### config.mk
export PLATFORM = sky130hd
export DESIGN_NAME = seven_segment_two_wire_sender_flat
export DESIGN_NICKNAME = d
export VERILOG_FILES = /design/src/hw/rtl/ssts_pkg.sv /design/src/hw/rtl/ssts_if.sv /design/src/hw/rtl/ssts_front.sv /design/src/hw/rtl/ssts_queue.sv /design/src/hw/rtl/ssts_back.sv /design/src/hw/rtl/seven_segment_two_wire_sender.sv /design/src/flat_wrapper.sv
export VERILOG_INCLUDE_DIRS = /design/src /design/src/hw/rtl
export SDC_FILE = /design/constraint.sdc
export NUM_CORES = 1
export LEC_CHECK = 0
export ABC_AREA = 1
export BUFFER_PORTS_ARGS = -buffer_cell sky130_fd_sc_hd__clkbuf_2
export CORE_MARGIN = 10
export CORE_UTILIZATION = 40
export DETAILED_ROUTE_END_ITERATION = 10
export SLEW_MARGIN = 25
export SYNTH_ARGS = -nofsm -noshare
export SYNTH_HDL_FRONTEND = slang
export SYNTH_SLANG_ARGS = --single-unit
### constraint.sdc
create_clock -name clk -period 2.6 [get_ports clk]
set_input_delay 0.13 -clock clk [delete_from_list [all_inputs] [get_ports clk]]
set_output_delay 0.13 -clock clk [all_outputs]
set_load 0.05 [all_outputs]
### src/hw/rtl/seven_segment_two_wire_sender_defines.svh
// Assertion helpers shared by the sender's modules.
// Both expect signals named clk and rst_n in the module that uses them.
`ifndef SEVEN_SEGMENT_TWO_WIRE_SENDER_DEFINES_SVH
`define SEVEN_SEGMENT_TWO_WIRE_SENDER_DEFINES_SVH

// A property that must hold at every clock edge outside reset.
`define SSTS_ASSERT(name, prop, msg) \
    name: assert property (@(posedge clk) disable iff (!rst_n) prop) \
        else $error(msg);

// A condition that must hold in the cycle after a trigger.
`define SSTS_ASSERT_NEXT(name, trig, cons, msg) \
    name: assert property (@(posedge clk) disable iff (!rst_n) (trig) |=> (cons)) \
        else $error(msg);

`endif

### src/hw/rtl/ssts_pkg.sv
package ssts_pkg;

    // Number of grid positions written by an auto-increment update.
    localparam int DIGIT_COUNT = 4;
    // Digit codes carried by one request.
    localparam int INPUT_DIGITS = 4;
    // Decimal places produced from the 14-bit value (units first).
    localparam int DEC_DIGITS = 6;

    // Longest address-plus-segments frame.
    localparam int FRAME_LEN_MAX = 1 + DIGIT_COUNT;
    localparam int BYTE_IDX_W = $clog2(FRAME_LEN_MAX);

    // Queue between the front and the back.
    localparam int QUEUE_DEPTH = 4;
    localparam int QPTR_W = $clog2(QUEUE_DEPTH);
    localparam int QCNT_W = $clog2(QUEUE_DEPTH + 1);

    // Configuration data width (widest register).
    localparam int CFG_DATA_W = 3;

    // Command bytes on the wire.
    localparam logic [7:0] CMD_DATA_AUTO = 8'h40;
    localparam logic [7:0] CMD_DATA_FIXED = 8'h44;
    localparam logic [7:0] CMD_ADDR_BASE = 8'hC0;
    localparam logic [7:0] CMD_DISPLAY_ON = 8'h88;
    localparam logic [7:0] SEG_POINT = 8'h80;

    // Hex digit to segment pattern.
    localparam logic [7:0] SEG_TABLE [16] = '{
        8'h3F, 8'h06, 8'h5B, 8'h4F, 8'h66, 8'h6D, 8'h7D, 8'h07,
        8'h7F, 8'h6F, 8'h77, 8'h7C, 8'h39, 8'h5E, 8'h79, 8'h71
    };

    typedef enum logic [1:0] {
        MODE_TICK    = 2'd0,
        MODE_SINGLE  = 2'd1,
        MODE_DIGITS  = 2'd2,
        MODE_DECIMAL = 2'd3
    } mode_t;

    typedef enum logic {
        FRAME_FIXED = 1'b0,
        FRAME_AUTO  = 1'b1
    } frame_kind_t;

    typedef enum logic {
        REG_BRIGHTNESS  = 1'b0,
        REG_CLOCK_POINT = 1'b1
    } reg_index_t;

    typedef enum logic [1:0] {
        TX_DATA_CMD     = 2'd0,
        TX_ADDR_SEGS    = 2'd1,
        TX_DISPLAY_CTRL = 2'd2
    } tx_t;

    typedef enum logic [3:0] {
        PH_IDLE   = 4'd0,
        PH_START  = 4'd1,
        PH_BIT_LO = 4'd2,
        PH_BIT_HI = 4'd3,
        PH_ACK_LO = 4'd4,
        PH_ACK_HI = 4'd5,
        PH_END0   = 4'd6,
        PH_END1   = 4'd7,
        PH_END2   = 4'd8
    } phase_t;

    // Configuration seen by the front and the back.
    typedef struct packed {
        logic [2:0] brightness;
        logic       clock_point;
    } cfg_t;

    // One classified item waiting for the wire sequencer.
    typedef struct packed {
        logic                        is_tick;
        frame_kind_t                 frame_kind;
        logic [7:0]                  addr_byte;
        logic [DIGIT_COUNT-1:0][7:0] seg;
    } queue_entry_t;

    // Digit code to segment byte, with blanking and the clock point.
    function automatic logic [7:0] encode_digit(input logic [7:0] code, input logic raw,
                                                input logic blank, input logic point);
        logic [7:0] s;
        begin
            if (blank)
                s = 8'h00;
            else if (raw)
                s = code;
            else if (code[7:4] == 4'h0)
                s = SEG_TABLE[code[3:0]];
            else
                s = 8'h00;
            if (point)
                s = s | SEG_POINT;
            return s;
        end
    endfunction

endpackage

### src/hw/rtl/ssts_if.sv
// Request and tick channel.
interface ssts_in_if;
    logic        valid;
    logic        ready;
    logic [1:0]  mode;
    logic        raw_segments;
    logic [2:0]  digit_addr;
    logic        force_blank;
    logic [7:0]  digit_0;
    logic [7:0]  digit_1;
    logic [7:0]  digit_2;
    logic [7:0]  digit_3;
    logic [13:0] decimal_value;

    modport source (output valid, mode, raw_segments, digit_addr, force_blank,
                    digit_0, digit_1, digit_2, digit_3, decimal_value,
                    input ready);
    modport sink (input valid, mode, raw_segments, digit_addr, force_blank,
                  digit_0, digit_1, digit_2, digit_3, decimal_value,
                  output ready);
endinterface

// Pin level channel.
interface ssts_out_if;
    logic valid;
    logic ready;
    logic clk_level;
    logic dio_level;
    logic busy_res;

    modport source (output valid, clk_level, dio_level, busy_res, input ready);
    modport sink (input valid, clk_level, dio_level, busy_res, output ready);
endinterface

### src/hw/rtl/ssts_front.sv
module ssts_front (
    input  logic                  clk,
    input  logic                  rst_n,
    ssts_in_if.sink               item,
    input  ssts_pkg::cfg_t        cfg,
    input  logic                  full,
    output logic                  push,
    output ssts_pkg::queue_entry_t push_entry
);
    import ssts_pkg::*;

    logic        a_valid_reg;
    mode_t       mode_reg;
    logic        raw_reg;
    logic [2:0]  addr_reg;
    logic        blank_reg;
    logic [7:0]  digit_reg [INPUT_DIGITS];
    logic [13:0] value_reg;
    logic [10:0] q1_reg;
    logic [7:0]  q2_reg;
    logic [4:0]  q3_reg;

    logic [30:0] prod1;
    logic [26:0] prod2;
    logic [27:0] prod3;
    logic        accept;

    logic [13:0] rem0;
    logic [10:0] rem1;
    logic [7:0]  rem2;
    logic        q4;
    logic [4:0]  rem3;
    logic [3:0]  dec [DEC_DIGITS];

    // The stage moves on whenever the queue has room.
    assign item.ready = !a_valid_reg || !full;
    assign accept = item.valid && item.ready;
    assign push = a_valid_reg && !full;

    // Reciprocal products for value/10, value/100 and value/1000.
    assign prod1 = 31'(item.decimal_value) * 31'(17'd52429);
    assign prod2 = 27'(item.decimal_value) * 27'(13'd5243);
    assign prod3 = 28'(item.decimal_value) * 28'(14'd8389);

    // Input stage valid.
    always_ff @(posedge clk or negedge rst_n)
    begin
        if (!rst_n)
            a_valid_reg <= 1'b0;
        else if (accept)
            a_valid_reg <= 1'b1;
        else if (push)
            a_valid_reg <= 1'b0;
    end

    // Input stage payload and quotients.
    always_ff @(posedge clk)
    begin
        if (accept)
        begin
            mode_reg     <= mode_t'(item.mode);
            raw_reg      <= item.raw_segments;
            addr_reg     <= item.digit_addr;
            blank_reg    <= item.force_blank;
            digit_reg[0] <= item.digit_0;
            digit_reg[1] <= item.digit_1;
            digit_reg[2] <= item.digit_2;
            digit_reg[3] <= item.digit_3;
            value_reg    <= item.decimal_value;
            q1_reg       <= prod1[29:19];
            q2_reg       <= prod2[26:19];
            q3_reg       <= prod3[27:23];
        end
    end

    // Decimal places from neighboring quotients.
    always_comb
    begin
        rem0 = value_reg - (14'(q1_reg) << 3) - (14'(q1_reg) << 1);
        rem1 = q1_reg - (11'(q2_reg) << 3) - (11'(q2_reg) << 1);
        rem2 = q2_reg - (8'(q3_reg) << 3) - (8'(q3_reg) << 1);
        q4 = (q3_reg >= 5'd10);
        rem3 = q4 ? (q3_reg - 5'd10) : q3_reg;
        dec[0] = rem0[3:0];
        dec[1] = rem1[3:0];
        dec[2] = rem2[3:0];
        dec[3] = rem3[3:0];
        dec[4] = {3'b000, q4};
        dec[5] = 4'd0;
    end

    // Classify the item and build its frame bytes.
    always_comb
    begin
        push_entry.is_tick = (mode_reg == MODE_TICK);
        push_entry.frame_kind = (mode_reg == MODE_SINGLE) ? FRAME_FIXED : FRAME_AUTO;
        push_entry.addr_byte = (mode_reg == MODE_SINGLE) ?
                               (CMD_ADDR_BASE | {5'b00000, addr_reg}) : CMD_ADDR_BASE;
        for (int j = 0; j < DIGIT_COUNT; j++)
        begin
            case (mode_reg)
                MODE_SINGLE:
                    push_entry.seg[j] = (j == 0) ?
                        encode_digit(digit_reg[0], raw_reg, blank_reg, cfg.clock_point) :
                        8'h00;
                MODE_DIGITS:
                    if (j < INPUT_DIGITS)
                        push_entry.seg[j] = encode_digit(digit_reg[j % INPUT_DIGITS],
                                                         raw_reg, 1'b0, cfg.clock_point);
                    else
                        push_entry.seg[j] = encode_digit(8'h00, 1'b0, 1'b1,
                                                         cfg.clock_point);
                MODE_DECIMAL:
                    push_entry.seg[j] = encode_digit({4'h0, dec[DIGIT_COUNT - 1 - j]},
                                                     1'b0, 1'b0, cfg.clock_point);
                default:
                    push_entry.seg[j] = 8'h00;
            endcase
        end
    end

endmodule

### src/hw/rtl/ssts_queue.sv
`include "seven_segment_two_wire_sender_defines.svh"

module ssts_queue (
    input  logic                   clk,
    input  logic                   rst_n,
    input  logic                   push,
    input  ssts_pkg::queue_entry_t push_entry,
    output logic                   full,
    input  logic                   pop,
    output ssts_pkg::queue_entry_t head,
    output logic                   head_valid
);
    import ssts_pkg::*;

    queue_entry_t      entry_reg [QUEUE_DEPTH];
    logic [QPTR_W-1:0] wr_ptr_reg;
    logic [QPTR_W-1:0] rd_ptr_reg;
    logic [QCNT_W-1:0] count_reg;
    logic [QCNT_W-1:0] count_next;

    assign full = (count_reg == QCNT_W'(QUEUE_DEPTH));
    assign head_valid = (count_reg != '0);
    assign head = entry_reg[rd_ptr_reg];

    // Entry storage.
    always_ff @(posedge clk)
    begin
        if (push)
            entry_reg[wr_ptr_reg] <= push_entry;
    end

    // Fill level.
    always_comb
    begin
        count_next = count_reg;
        if (push && !pop)
            count_next = count_reg + 1'b1;
        else if (pop && !push)
            count_next = count_reg - 1'b1;
    end

    // Pointers and level.
    always_ff @(posedge clk or negedge rst_n)
    begin
        if (!rst_n)
        begin
            wr_ptr_reg <= '0;
            rd_ptr_reg <= '0;
            count_reg  <= '0;
        end
        else
        begin
            if (push)
                wr_ptr_reg <= (wr_ptr_reg == QPTR_W'(QUEUE_DEPTH - 1)) ? '0 :
                              wr_ptr_reg + 1'b1;
            if (pop)
                rd_ptr_reg <= (rd_ptr_reg == QPTR_W'(QUEUE_DEPTH - 1)) ? '0 :
                              rd_ptr_reg + 1'b1;
            count_reg <= count_next;
        end
    end

    `SSTS_ASSERT(a_count_bound, count_reg <= QCNT_W'(QUEUE_DEPTH), "queue level overflow")
    `SSTS_ASSERT(a_pop_nonempty, pop |-> count_reg != '0, "pop from an empty queue")
    `SSTS_ASSERT_NEXT(a_push_level, push && !pop, count_reg == $past(count_reg) + 1'b1, "queue level lost a push")

endmodule

### src/hw/rtl/ssts_back.sv
`include "seven_segment_two_wire_sender_defines.svh"

module ssts_back (
    input  logic                   clk,
    input  logic                   rst_n,
    input  ssts_pkg::cfg_t         cfg,
    input  ssts_pkg::queue_entry_t head,
    input  logic                   head_valid,
    output logic                   pop,
    ssts_out_if.source             result
);
    import ssts_pkg::*;

    phase_t                phase_reg;
    phase_t                phase_next;
    tx_t                   tx_reg;
    tx_t                   tx_next;
    logic [BYTE_IDX_W-1:0] byte_index_reg;
    logic [BYTE_IDX_W-1:0] byte_index_next;
    logic [2:0]            bit_index_reg;
    logic [2:0]            bit_index_next;
    frame_kind_t           frame_kind_reg;
    logic [7:0]            frame_reg [FRAME_LEN_MAX];
    logic [7:0]            control_reg;

    logic                  res_valid_reg;
    logic                  clk_level_reg;
    logic                  dio_level_reg;
    logic                  busy_res_reg;

    logic                  out_free;
    logic                  tick_go;
    logic                  req_go;
    logic [7:0]            cur_byte;
    logic                  cur_bit;
    logic [BYTE_IDX_W:0]   byte_count;
    logic [BYTE_IDX_W:0]   frame_len;
    logic                  clk_lvl;
    logic                  dio_lvl;

    // A tick needs room in the output register; a request never does.
    assign out_free = !res_valid_reg || result.ready;
    assign pop = head_valid && (!head.is_tick || out_free);
    assign tick_go = pop && head.is_tick;
    assign req_go = pop && !head.is_tick && (phase_reg == PH_IDLE);

    // Byte on the wire and its current bit, LSB first.
    always_comb
    begin
        case (tx_reg)
            TX_DATA_CMD:
                cur_byte = (frame_kind_reg == FRAME_AUTO) ? CMD_DATA_AUTO : CMD_DATA_FIXED;
            TX_ADDR_SEGS:
                cur_byte = frame_reg[byte_index_reg];
            default:
                cur_byte = control_reg;
        endcase
        cur_bit = cur_byte[bit_index_reg];
    end

    assign byte_count = {1'b0, byte_index_reg} + 1'b1;
    assign frame_len = (tx_reg != TX_ADDR_SEGS) ? (BYTE_IDX_W + 1)'(1) :
                       (frame_kind_reg == FRAME_AUTO) ? (BYTE_IDX_W + 1)'(FRAME_LEN_MAX) :
                       (BYTE_IDX_W + 1)'(2);

    // Sequencer next state.
    always_comb
    begin
        phase_next = phase_reg;
        tx_next = tx_reg;
        byte_index_next = byte_index_reg;
        bit_index_next = bit_index_reg;
        if (req_go)
        begin
            phase_next = PH_START;
            tx_next = TX_DATA_CMD;
            byte_index_next = '0;
            bit_index_next = '0;
        end
        else if (tick_go)
        begin
            case (phase_reg)
                PH_START:
                begin
                    bit_index_next = '0;
                    phase_next = PH_BIT_LO;
                end
                PH_BIT_LO:
                    phase_next = PH_BIT_HI;
                PH_BIT_HI:
                begin
                    bit_index_next = bit_index_reg + 1'b1;
                    phase_next = (bit_index_reg == 3'd7) ? PH_ACK_LO : PH_BIT_LO;
                end
                PH_ACK_LO:
                    phase_next = PH_ACK_HI;
                PH_ACK_HI:
                begin
                    if (byte_count < frame_len)
                    begin
                        byte_index_next = byte_count[BYTE_IDX_W-1:0];
                        bit_index_next = '0;
                        phase_next = PH_BIT_LO;
                    end
                    else
                    begin
                        phase_next = PH_END0;
                    end
                end
                PH_END0:
                    phase_next = PH_END1;
                PH_END1:
                    phase_next = PH_END2;
                PH_END2:
                begin
                    byte_index_next = '0;
                    bit_index_next = '0;
                    if (tx_reg == TX_DISPLAY_CTRL)
                    begin
                        tx_next = TX_DATA_CMD;
                        phase_next = PH_IDLE;
                    end
                    else
                    begin
                        tx_next = tx_t'(tx_reg + 1'b1);
                        phase_next = PH_START;
                    end
                end
                default:
                    phase_next = PH_IDLE;
            endcase
        end
    end

    // Pin levels for the current phase.
    always_comb
    begin
        case (phase_reg)
            PH_START:
            begin
                clk_lvl = 1'b1;
                dio_lvl = 1'b0;
            end
            PH_BIT_LO:
            begin
                clk_lvl = 1'b0;
                dio_lvl = cur_bit;
            end
            PH_BIT_HI:
            begin
                clk_lvl = 1'b1;
                dio_lvl = cur_bit;
            end
            PH_ACK_LO:
            begin
                clk_lvl = 1'b0;
                dio_lvl = 1'b1;
            end
            PH_ACK_HI:
            begin
                clk_lvl = 1'b1;
                dio_lvl = 1'b0;
            end
            PH_END0:
            begin
                clk_lvl = 1'b0;
                dio_lvl = 1'b0;
            end
            PH_END1:
            begin
                clk_lvl = 1'b1;
                dio_lvl = 1'b0;
            end
            default:
            begin
                clk_lvl = 1'b1;
                dio_lvl = 1'b1;
            end
        endcase
    end

    // Sequencer state.
    always_ff @(posedge clk or negedge rst_n)
    begin
        if (!rst_n)
        begin
            phase_reg      <= PH_IDLE;
            tx_reg         <= TX_DATA_CMD;
            byte_index_reg <= '0;
            bit_index_reg  <= '0;
            frame_kind_reg <= FRAME_FIXED;
        end
        else
        begin
            phase_reg      <= phase_next;
            tx_reg         <= tx_next;
            byte_index_reg <= byte_index_next;
            bit_index_reg  <= bit_index_next;
            if (req_go)
                frame_kind_reg <= head.frame_kind;
        end
    end

    // Frame bytes and control byte, latched when an update starts.
    always_ff @(posedge clk)
    begin
        if (req_go)
        begin
            frame_reg[0] <= head.addr_byte;
            for (int k = 1; k < FRAME_LEN_MAX; k++)
                frame_reg[k] <= head.seg[k - 1];
            control_reg <= CMD_DISPLAY_ON | {5'b00000, cfg.brightness};
        end
    end

    // Output register valid.
    always_ff @(posedge clk or negedge rst_n)
    begin
        if (!rst_n)
            res_valid_reg <= 1'b0;
        else if (tick_go)
            res_valid_reg <= 1'b1;
        else if (result.ready)
            res_valid_reg <= 1'b0;
    end

    // Output register payload.
    always_ff @(posedge clk)
    begin
        if (tick_go)
        begin
            clk_level_reg <= clk_lvl;
            dio_level_reg <= dio_lvl;
            busy_res_reg  <= (phase_next != PH_IDLE);
        end
    end

    assign result.valid = res_valid_reg;
    assign result.clk_level = clk_level_reg;
    assign result.dio_level = dio_level_reg;
    assign result.busy_res = busy_res_reg;

    `SSTS_ASSERT_NEXT(a_req_starts, req_go, phase_reg == PH_START, "update did not start")
    `SSTS_ASSERT_NEXT(a_tick_result, tick_go, res_valid_reg, "tick lost its result")
    `SSTS_ASSERT(a_byte_range, byte_index_reg <= BYTE_IDX_W'(FRAME_LEN_MAX - 1), "byte index past frame")
    `SSTS_ASSERT(a_idle_tx, (phase_reg == PH_IDLE) |-> (tx_reg == TX_DATA_CMD), "idle with a transaction open")

endmodule

### src/hw/rtl/seven_segment_two_wire_sender.sv
// Channel   Role    Transfer when          Payload
// item      sink    valid && ready         mode, digit codes, decimal value
// result    source  valid && ready         clk_level, dio_level, busy_res
// wr_*      write   wr_en high             register index, data
//
// One item is taken per clock while the queue has room. A tick's pin levels pass
// through the input stage, the four-entry queue and the output register. The wire
// sequencer steps one phase per tick; it pops one queued item per clock, but a tick
// only while the output register has room. Reset sets brightness to 3 and clears the
// clock point; no clearing pass is run. A stalled result backs up into the queue and
// then the input; a request at the queue head never waits on the result channel.
module seven_segment_two_wire_sender (
    input  logic                             clk,
    input  logic                             rst_n,
    ssts_in_if.sink                          item,
    ssts_out_if.source                       result,
    input  logic                             wr_en,
    input  ssts_pkg::reg_index_t             wr_index,
    input  logic [ssts_pkg::CFG_DATA_W-1:0]  wr_data
);
    import ssts_pkg::*;

    logic [2:0]   brightness_reg;
    logic         clock_point_reg;
    cfg_t         cfg;

    logic         push;
    logic         full;
    logic         pop;
    logic         head_valid;
    queue_entry_t push_entry;
    queue_entry_t head;

    // Configuration registers.
    always_ff @(posedge clk or negedge rst_n)
    begin
        if (!rst_n)
        begin
            brightness_reg  <= 3'd3;
            clock_point_reg <= 1'b0;
        end
        else if (wr_en)
        begin
            case (wr_index)
                REG_BRIGHTNESS:  brightness_reg  <= wr_data[2:0];
                REG_CLOCK_POINT: clock_point_reg <= wr_data[0];
                default:         ;
            endcase
        end
    end

    assign cfg.brightness = brightness_reg;
    assign cfg.clock_point = clock_point_reg;

    ssts_front u_front (
        .clk        (clk),
        .rst_n      (rst_n),
        .item       (item),
        .cfg        (cfg),
        .full       (full),
        .push       (push),
        .push_entry (push_entry)
    );

    ssts_queue u_queue (
        .clk        (clk),
        .rst_n      (rst_n),
        .push       (push),
        .push_entry (push_entry),
        .full       (full),
        .pop        (pop),
        .head       (head),
        .head_valid (head_valid)
    );

    ssts_back u_back (
        .clk        (clk),
        .rst_n      (rst_n),
        .cfg        (cfg),
        .head       (head),
        .head_valid (head_valid),
        .pop        (pop),
        .result     (result)
    );

endmodule

### src/flat_wrapper.sv
// flat-port wrapper written by rule: the top's interface ports become plain ports
module seven_segment_two_wire_sender_flat import ssts_pkg::*;
  (clk, rst_n, wr_en, wr_index, wr_data, item_valid, item_mode, item_raw_segments, item_digit_addr, item_force_blank, item_digit_0, item_digit_1, item_digit_2, item_digit_3, item_decimal_value, item_ready, result_valid, result_clk_level, result_dio_level, result_busy_res, result_ready);
  ssts_in_if item_i ();
  ssts_out_if result_i ();
  input  logic clk;
  input  logic rst_n;
  input  logic wr_en;
  input  ssts_pkg::reg_index_t wr_index;
  input  logic [ssts_pkg::CFG_DATA_W-1:0] wr_data;
  input wire logic [$bits(item_i.valid)-1:0] item_valid;
  input wire logic [$bits(item_i.mode)-1:0] item_mode;
  input wire logic [$bits(item_i.raw_segments)-1:0] item_raw_segments;
  input wire logic [$bits(item_i.digit_addr)-1:0] item_digit_addr;
  input wire logic [$bits(item_i.force_blank)-1:0] item_force_blank;
  input wire logic [$bits(item_i.digit_0)-1:0] item_digit_0;
  input wire logic [$bits(item_i.digit_1)-1:0] item_digit_1;
  input wire logic [$bits(item_i.digit_2)-1:0] item_digit_2;
  input wire logic [$bits(item_i.digit_3)-1:0] item_digit_3;
  input wire logic [$bits(item_i.decimal_value)-1:0] item_decimal_value;
  output wire logic [$bits(item_i.ready)-1:0] item_ready;
  output wire logic [$bits(result_i.valid)-1:0] result_valid;
  output wire logic [$bits(result_i.clk_level)-1:0] result_clk_level;
  output wire logic [$bits(result_i.dio_level)-1:0] result_dio_level;
  output wire logic [$bits(result_i.busy_res)-1:0] result_busy_res;
  input wire logic [$bits(result_i.ready)-1:0] result_ready;
  assign item_i.valid = item_valid;
  assign item_i.mode = item_mode;
  assign item_i.raw_segments = item_raw_segments;
  assign item_i.digit_addr = item_digit_addr;
  assign item_i.force_blank = item_force_blank;
  assign item_i.digit_0 = item_digit_0;
  assign item_i.digit_1 = item_digit_1;
  assign item_i.digit_2 = item_digit_2;
  assign item_i.digit_3 = item_digit_3;
  assign item_i.decimal_value = item_decimal_value;
  assign item_ready = item_i.ready;
  assign result_valid = result_i.valid;
  assign result_clk_level = result_i.clk_level;
  assign result_dio_level = result_i.dio_level;
  assign result_busy_res = result_i.busy_res;
  assign result_i.ready = result_ready;
  seven_segment_two_wire_sender u_core (.clk(clk), .rst_n(rst_n), .item(item_i), .result(result_i), .wr_en(wr_en), .wr_index(wr_index), .wr_data(wr_data));
endmodule
==> results by group, run 1 <==
Routing
  • Initial DRC count: 976
  • Routed wire per std cell: 17.2 um
  • DRC errors left: 0
  • DRT Pass-1 Iters: 5
  • DR vias: 16.9k
  • Via/cell ratio: 5.05
  • Detail Route Antenna Nets: 0
  • Total Wirelength: 57700 um

Global route
  • Largest net degree at the start of global routing: 74
  • Initial antenna violation count: 0
  • First-pass GRT wire length: 91700 um
  • Number of global-route vias before repair: 17.2k
  • Grt ovf: 0
  • GRT Overall Usage: 17.9%

Min path
  • Hold Path End: u_core.u_front.value_reg[1]
  • Hold Path Origin: item_decimal_value[1]
  • Worst hold path type: input pin to register
  • Hold depth: 2

Outcome
  • Status: finished with violations
  • Failing checks: negative setup slack

Timing
  • Finish-stage setup viols: 13
  • Max Freq: 0.263 GHz
  • Final setup margin: -1210 ps
  • Hold Vio Cnt, Final: 0
  • Slew margin rel.: 48.0%
  • Max-slew violations: 0
  • Final cycle utilization of the critical path: 146%
  • Fin crit period: 3810 ps
  • RSZ-0062 raised after global routing: true
  • Least-Margin Pin Slew: 780 ps
  • Skew final: 23.3 ps

Die
  • Starting Density: 40.3%
  • Core footprint: 53700 sq um
  • Die area: 63800 sq um
  • Die Wd: 253 um
  • Chip height: 253 um
  • FP Rows: 85
  • Top Ports: 67

Place
  • DP HPWL: 43000 um
  • Dpl cells: 3213
  • GP Congestion: 0.921
  • Number of port buffers: 66
  • Placement Cell Area: 24700 sq um

Clock network
  • Clock Latency Late Sink: 570 ps
  • Num CTS Buffers: 27
  • Clk buf depth: 3
  • H-tree levels: 1
  • Clock sinks: 271
  • Clock-pin slew on the worst setup and hold paths: 60 ps
  • CTS tree: done
  • Clock Root Buffer: clkbuf_16

Layout
  • Max reg flops: 148
  • Design area: 27700 sq um
  • Diodes inserted: 0
  • Fin cells: 3348
  • Fill cell count: 4709
  • Most common cell after layout, fill and taps aside: inv_1
  • Area growth syn-to-layout: 27.9%
  • Most frequent cells in the layout: inv_1, nand2_1, edfxtp_1
  • Final #Nets: 3121
  • Layout cells sized above 1: 21.7%

Pwr
  • Total Power: 32400 uW
  • Power density over cell area: 1170 nW/um^2
  • Peak VDD IR: 0.00145 V
  • Leakage: 0.0125 uW

Synth
  • Yosys warns: 0
  • Mapped Cells: 2316
  • Post-synthesis xor/xnor area fraction: 1.56%
  • #FFs+latches synth: 271
  • Mux contribution to synthesized area: 0.104%
  • Ys async rst share: 9.59%
  • Main combinational cell family by area after synthesis: adder cells
  • Post-Syn Nets: 2805
  • Post-synthesis compound-gate area fraction: 9.80%
  • Synth Area in Adders: 29.3%
  • Post-Synth Simple-Gate Area: 13.5%
  • Synthesized cell area: 21600 sq um
  • Sequential element share of the synthesized area: 37.0%
  • Syn Area/Cell: 9.34 sq um
  • Prevailing post-synth register cell: edfxtp_1
  • Synth cell types: 50
  • EDFF count, synth: 245

Critical path
  • CP required: 2900 ps
  • Largest stage delay on the critical path: 590 ps
  • Buf/Inv on CP: 3
  • Setup crit end kind: register
  • Critical path's top delay family: adder cells
  • Critical path fanouts, max: 3
  • Critical path arrival: 4110 ps
  • Reg2Reg Depth: 10
  • Worst Setup Start Kind: input pin
  • FF-to-FF setup slack: 190 ps
  • Crit-path cells: clkbuf_16 > clkinvlp_4 > ha_4 > fa_2 > fa_2 > fa_2 > inv_1 > fa_2 > fa_2 > ha_4 > a21oi_2 > o21ai_1 > a211oi_2 > nand2_1 > xor2_1
  • Most frequent CP cell: fa_2
  • R2r endpoint: u_core.u_queue.entry_reg[2][29]
  • R2r startpoint: u_core.u_front.value_reg[1]
  • Slowest-stage cell, CP: fa_2
  • Critical path class: input pin to register

Flow run
  • Max_cap viols: 0
## power breakdown
part	switching [uW]	leakage, uW	total (uW)	internal [uW]
clock	1660	0.000434	3970	2310
sequential	518	0.00261	7070	6550
combinational	12500	0.00948	21400	8900
## layer usage
metal	global-route usage, %	up-vias	part of all wire (%)
met1	24.2	8198	46
met2	30.7	373	48
met3	1.92	61	4.5
li1	-	8287	-
met4	3.05	0	1.8
met5	0	-	0
## worst max path at each step
stage	start	end	slack, ps	depth (start not counted)
after floorplan	item_decimal_value[12]	u_core.u_front.q1_reg[3]	-1490	19
after global placement	item_decimal_value[12]	u_core.u_front.q1_reg[0]	-1800	16
after global routing	item_decimal_value[12]	u_core.u_front.q1_reg[3]	-1310	20
after CTS	item_decimal_value[12]	u_core.u_front.q1_reg[1]	-1170	20
after detailed placement	item_decimal_value[12]	u_core.u_front.q1_reg[3]	-1910	20
final	item_decimal_value[6]	u_core.u_front.q1_reg[0]	-1210	15
## what timing repair did
| item | 4_1_cts | 5_1_grt |
|---|---|---|
| pin swaps | 57 | 96 |
| buffers inserted | 25 | 14 |
| hold buffers | 52 | 0 |
| gates resized for setup | 136 | 122 |
| setup endpoints to repair | 13 | 41 |
| endpoints found under the hold margin | 71 | 0 |
## synthesized netlist by cell type (4+ instances only)
| cell type | count | area share, % |
|---|---|---|
| a311oi_1 | 4 | 0.16 |
| o211ai_1 | 13 | 0.45 |
| nor2_1 | 208 | 3.6 |
| or2_2 | 4 | 0.12 |
| buf_2 | 12 | 0.28 |
| xnor2_1 | 9 | 0.36 |
| nand2_1 | 333 | 5.8 |
| o21ai_0 | 169 | 3.9 |
| xor2_1 | 24 | 0.97 |
| o21ai_1 | 6 | 0.14 |
| nor3_1 | 24 | 0.56 |
| edfxtp_1 | 245 | 34 |
| ha_1 | 294 | 17 |
| a31oi_1 | 11 | 0.32 |
| dfrtp_1 | 24 | 2.8 |
| o22ai_1 | 45 | 1.3 |
| a211oi_1 | 5 | 0.17 |
| o21bai_1 | 9 | 0.31 |
| a21oi_1 | 91 | 2.1 |
| nand3_1 | 106 | 2.5 |
| clkbuf_1 | 28 | 0.49 |
| fa_1 | 133 | 12 |
| a21o_1 | 10 | 0.35 |
| clkinv_1 | 4 | 0.069 |
| inv_1 | 445 | 7.7 |
| nand4_1 | 20 | 0.58 |
## layout make-up
cell class / count / area, sq um / area share (%)
clock inverter: 20 / 223 / 0.805
sequential: 271 / 8010 / 29.0
tap: 696 / 871 / 3.15
timing repair buffer: 331 / 2870 / 10.4
inverter: 452 / 1710 / 6.19
clock buffer: 29 / 683 / 2.47
multi-input combinational: 1549 / 13300 / 48.1
## per-stage QoR
| step | util (%) | setup WS [ps] | setup TNS [ps] | hold slack (ps) |
|---|---|---|---|---|
| floorplan | - | -1490 | -13650 | -166 |
| global placement | 46.0 | -1800 | -21790 | 204 |
| detailed placement | 46.0 | -1910 | -22060 | 218 |
| CTS | 50.3 | -1170 | -12180 | 76.7 |
| global route | 51.5 | -1310 | -13810 | 45.0 |
| finish | 51.5 | -1210 | -12430 | 63.0 |
## cells by family after synthesis
| logic type | after synthesis |
|---|---|
| and+or+nand+nor | 707 |
| xor gates and xnor gates | 36 |
| muxes | 2 |
| adders and majority gates | 427 |
| AOI/OAI and AO/OA | 377 |
| DFF | 271 |
| buffers and inverters | 496 |
(Power assumes the default switching activity.)
==> run 2: changes to the inputs <==
--- a/config.mk
+++ b/config.mk
@@ -6,7 +6,6 @@
 export SDC_FILE = /design/constraint.sdc
 export NUM_CORES = 1
 export LEC_CHECK = 0
-export ABC_AREA = 1
 export BUFFER_PORTS_ARGS = -buffer_cell sky130_fd_sc_hd__clkbuf_2
 export CORE_MARGIN = 10
 export CORE_UTILIZATION = 40
==> run 2 against run 1 <==
Against the previous run:
- the flow still finishes with violations (negative setup slack)
- highest routed layer unchanged
- count of clock-buffer cells in the layout stayed put
- via count down 15%
- worst setup slack worse by 340 ps
- worst hold slack got worse by 26 ps
- critical path depth is 1 higher
==> results by group, run 2 <==
Critical path
  • CP required: 2980 ps
  • Setup crit end kind: register
  • R2r startpoint: u_core.u_back.byte_index_reg[0]
  • Reg2Reg Depth: 6
  • Critical path arrival: 4530 ps
  • Worst Setup Start Kind: input pin
  • R2r endpoint: u_core.u_back.result.dio_level
  • Critical path class: input pin to register
  • FF-to-FF setup slack: 90 ps
  • Critical path fanouts, max: 3

Timing
  • Skew final: 22.1 ps
  • Fin crit period: 4150 ps
  • Max-slew violations: 0
  • Final setup margin: -1550 ps
  • Finish-stage setup viols: 13
  • Final cycle utilization of the critical path: 160%
  • Slew margin rel.: 42.0%
  • RSZ-0062 raised after global routing: true
  • Hold Vio Cnt, Final: 0
  • Max Freq: 0.241 GHz
  • Least-Margin Pin Slew: 870 ps

Routing
  • Via/cell ratio: 5.11
  • DRC errors left: 0
  • Initial DRC count: 762
  • Detail Route Antenna Nets: 0
  • DRT Pass-1 Iters: 5
  • Total Wirelength: 51500 um
  • DR vias: 14.4k
  • Routed wire per std cell: 18.3 um

Min path
  • Hold Path Origin: item_decimal_value[1]
  • Hold Path End: u_core.u_front.value_reg[1]
  • Hold depth: 2
  • Worst hold path type: input pin to register

Die
  • Top Ports: 67
  • FP Rows: 83
  • Starting Density: 40.4%
  • Core footprint: 51300 sq um
  • Die area: 61300 sq um
  • Die Wd: 248 um
  • Chip height: 248 um

Clock network
  • Clock Latency Late Sink: 560 ps
  • Clk buf depth: 3
  • Clock Root Buffer: clkbuf_16
  • CTS tree: done
  • Num CTS Buffers: 27
  • H-tree levels: 1
  • Clock-pin slew on the worst setup and hold paths: 70 ps
  • Clock sinks: 271

Pwr
  • Leakage: 0.0116 uW
  • Sequential Power Share: 23.3%
  • Sw frac: 40.0%
  • P_sw: 11900 uW
  • Peak VDD IR: 0.000585 V
  • Clk pwr share: 13.9%
  • Power density over cell area: 1110 nW/um^2
  • Int Power: 17900 uW
  • Logic pwr share: 62.8%

Global route
  • Grt ovf: 0
  • Initial antenna violation count: 2
  • GRT Overall Usage: 16.8%
  • Number of global-route vias before repair: 15.2k
  • Largest net degree at the start of global routing: 50
  • First-pass GRT wire length: 81700 um

Place
  • Placement Cell Area: 24100 sq um
  • Number of port buffers: 66
  • DP HPWL: 39600 um
  • GP Congestion: 0.887
  • Dpl cells: 2688
  • Setup WS pre-CTS: -2260 ps

Synth
  • Top cells by count, synth: inv_1, ha_1, edfxtp_1
  • Ys async rst share: 9.59%
  • Count leader, synth: inv_1
  • Synth cell types: 70
  • Yosys warns: 0
  • Top post-synthesis cells by area: edfxtp_1, ha_1, fa_1, inv_1, mux4_2
  • Post-Syn Nets: 2242
  • Sequential element share of the synthesized area: 38.7%
  • #FFs+latches synth: 271
  • Synthesized cell area: 20700 sq um
  • Dominant cell type by area after synthesis: edfxtp_1
  • EDFF count, synth: 245
  • Prevailing post-synth register cell: edfxtp_1
  • Mapped Cells: 1753
  • Synth top area share: 35.5%
  • Syn Area/Cell: 11.8 sq um

Layout
  • Max reg flops: 148
  • Layout cells sized above 1: 29.9%
  • Design area: 26900 sq um
  • Most frequent cells in the layout: inv_1, edfxtp_1, buf_4
  • Fin cells: 2813
  • Diodes inserted: 0
  • Most common cell after layout, fill and taps aside: inv_1
  • Final #Nets: 2601
  • Area growth syn-to-layout: 30.0%

Flow run
  • Max_cap viols: 0

Outcome
  • Failing checks: negative setup slack
  • Status: finished with violations
==> run 2: cell types whose count changed in the layout (fill, tap and decap cells not counted), sizes merged, moves of 37 or more <==
cell / before / now
o22ai: 45 / 8
o21ai: 179 / 68
nor2: 210 / 67
buf: 217 / 256
inv: 447 / 337
nand3: 108 / 17
mux4: 0 / 42
nand2: 336 / 63
==> run 2: per-layer routing <==
layer  part of all wire [%]  global-route usage, %
met4                    2.1                   4.50
met1                     41                   19.8
met3                    2.8                   1.32
met2                     54                   31.9
met5                      0                      0
==> run 2: kinds of logic after synthesis <==
| logic type | count (synthesis) | share of synthesized area [%] |
|---|---|---|
| adder cells (fa/ha/maj) | 427 | 30.6 |
| AO/OA/AOI/OAI | 306 | 9.82 |
| multiplexers | 74 | 6.22 |
| flip-flops | 271 | 38.7 |
| buffers and inverters | 377 | 6.86 |
| AND/OR/NAND/NOR | 253 | 5.94 |
| XOR/XNOR | 45 | 1.90 |
==> run 2: worst max-delay path, stage by stage <==
cell and delay [ps]:
clkbuf_16 110, clkinvlp_4 100, ha_4 230, fa_2 570
fa_2 450, fa_2 350, fa_1 540, inv_1 60
fa_1 530, ha_4 210, a21o_1 180, a21oi_4 130
o32ai_2 110, or2_4 240, or4b_4 470, o311ai_1 100
==> run 2: timing repair <==
| action | CTS | global route |
|---|---|---|
| setup endpoints to repair | 50 | 83 |
| resized for setup | 130 | 98 |
| cloned | 0 | 0 |
| endpoints found under the hold margin | 70 | 0 |
| hold buffers | 50 | 0 |
| buffers inserted | 18 | 11 |
| pin swaps | 62 | 53 |
==> run 2: worst max-delay path by stage <==
| stage | start | end | slack (ps) | depth (start not counted) |
|---|---|---|---|---|
| floorplan | item_decimal_value[6] | u_core.u_front.q1_reg[2] | -1870 | 15 |
| global placement | item_decimal_value[6] | u_core.u_front.q1_reg[2] | -2160 | 16 |
| detailed placement | item_decimal_value[11] | u_core.u_front.q1_reg[2] | -2260 | 17 |
| CTS | item_decimal_value[6] | u_core.u_front.q1_reg[2] | -1540 | 16 |
| global route | item_decimal_value[12] | u_core.u_front.q1_reg[3] | -1640 | 21 |
| finish | item_decimal_value[6] | u_core.u_front.q1_reg[2] | -1550 | 16 |
==> run 2: metrics by stage <==
stage               hold WS [ps]  setup TNS [ps]  total power, uW  utilization [%]
floorplan                   -166          -17200            18100                -
global placement             197          -26150            23100             47.0
detailed placement           215          -27690            23600             47.0
CTS                         10.2          -15680            28800             51.4
global route                11.7          -17990            32400             52.5
finish                      36.6          -16540            29800             52.5
==> run 2: power by group through the flow <==
stage / registers [uW] / logic [uW] / clock network (uW)
2_1_floorplan: 6940 / 11200 / 0
3_3_place_gp: 6990 / 16100 / 0
3_5_place_dp: 7040 / 16600 / 0
4_1_cts: 6950 / 17600 / 4250
5_1_grt: 7040 / 20900 / 4440
6_report: 6940 / 18700 / 4140
==> run 2: layout make-up <==
type,instances,area (sq um)
fillers,4335,24400
multi-input cells,1105,12700
flip-flops and latches,271,8010
repair buffers,370,3100
inverters,337,1280
well taps,680,851
clock buffers,29,683
clock inverters,21,274
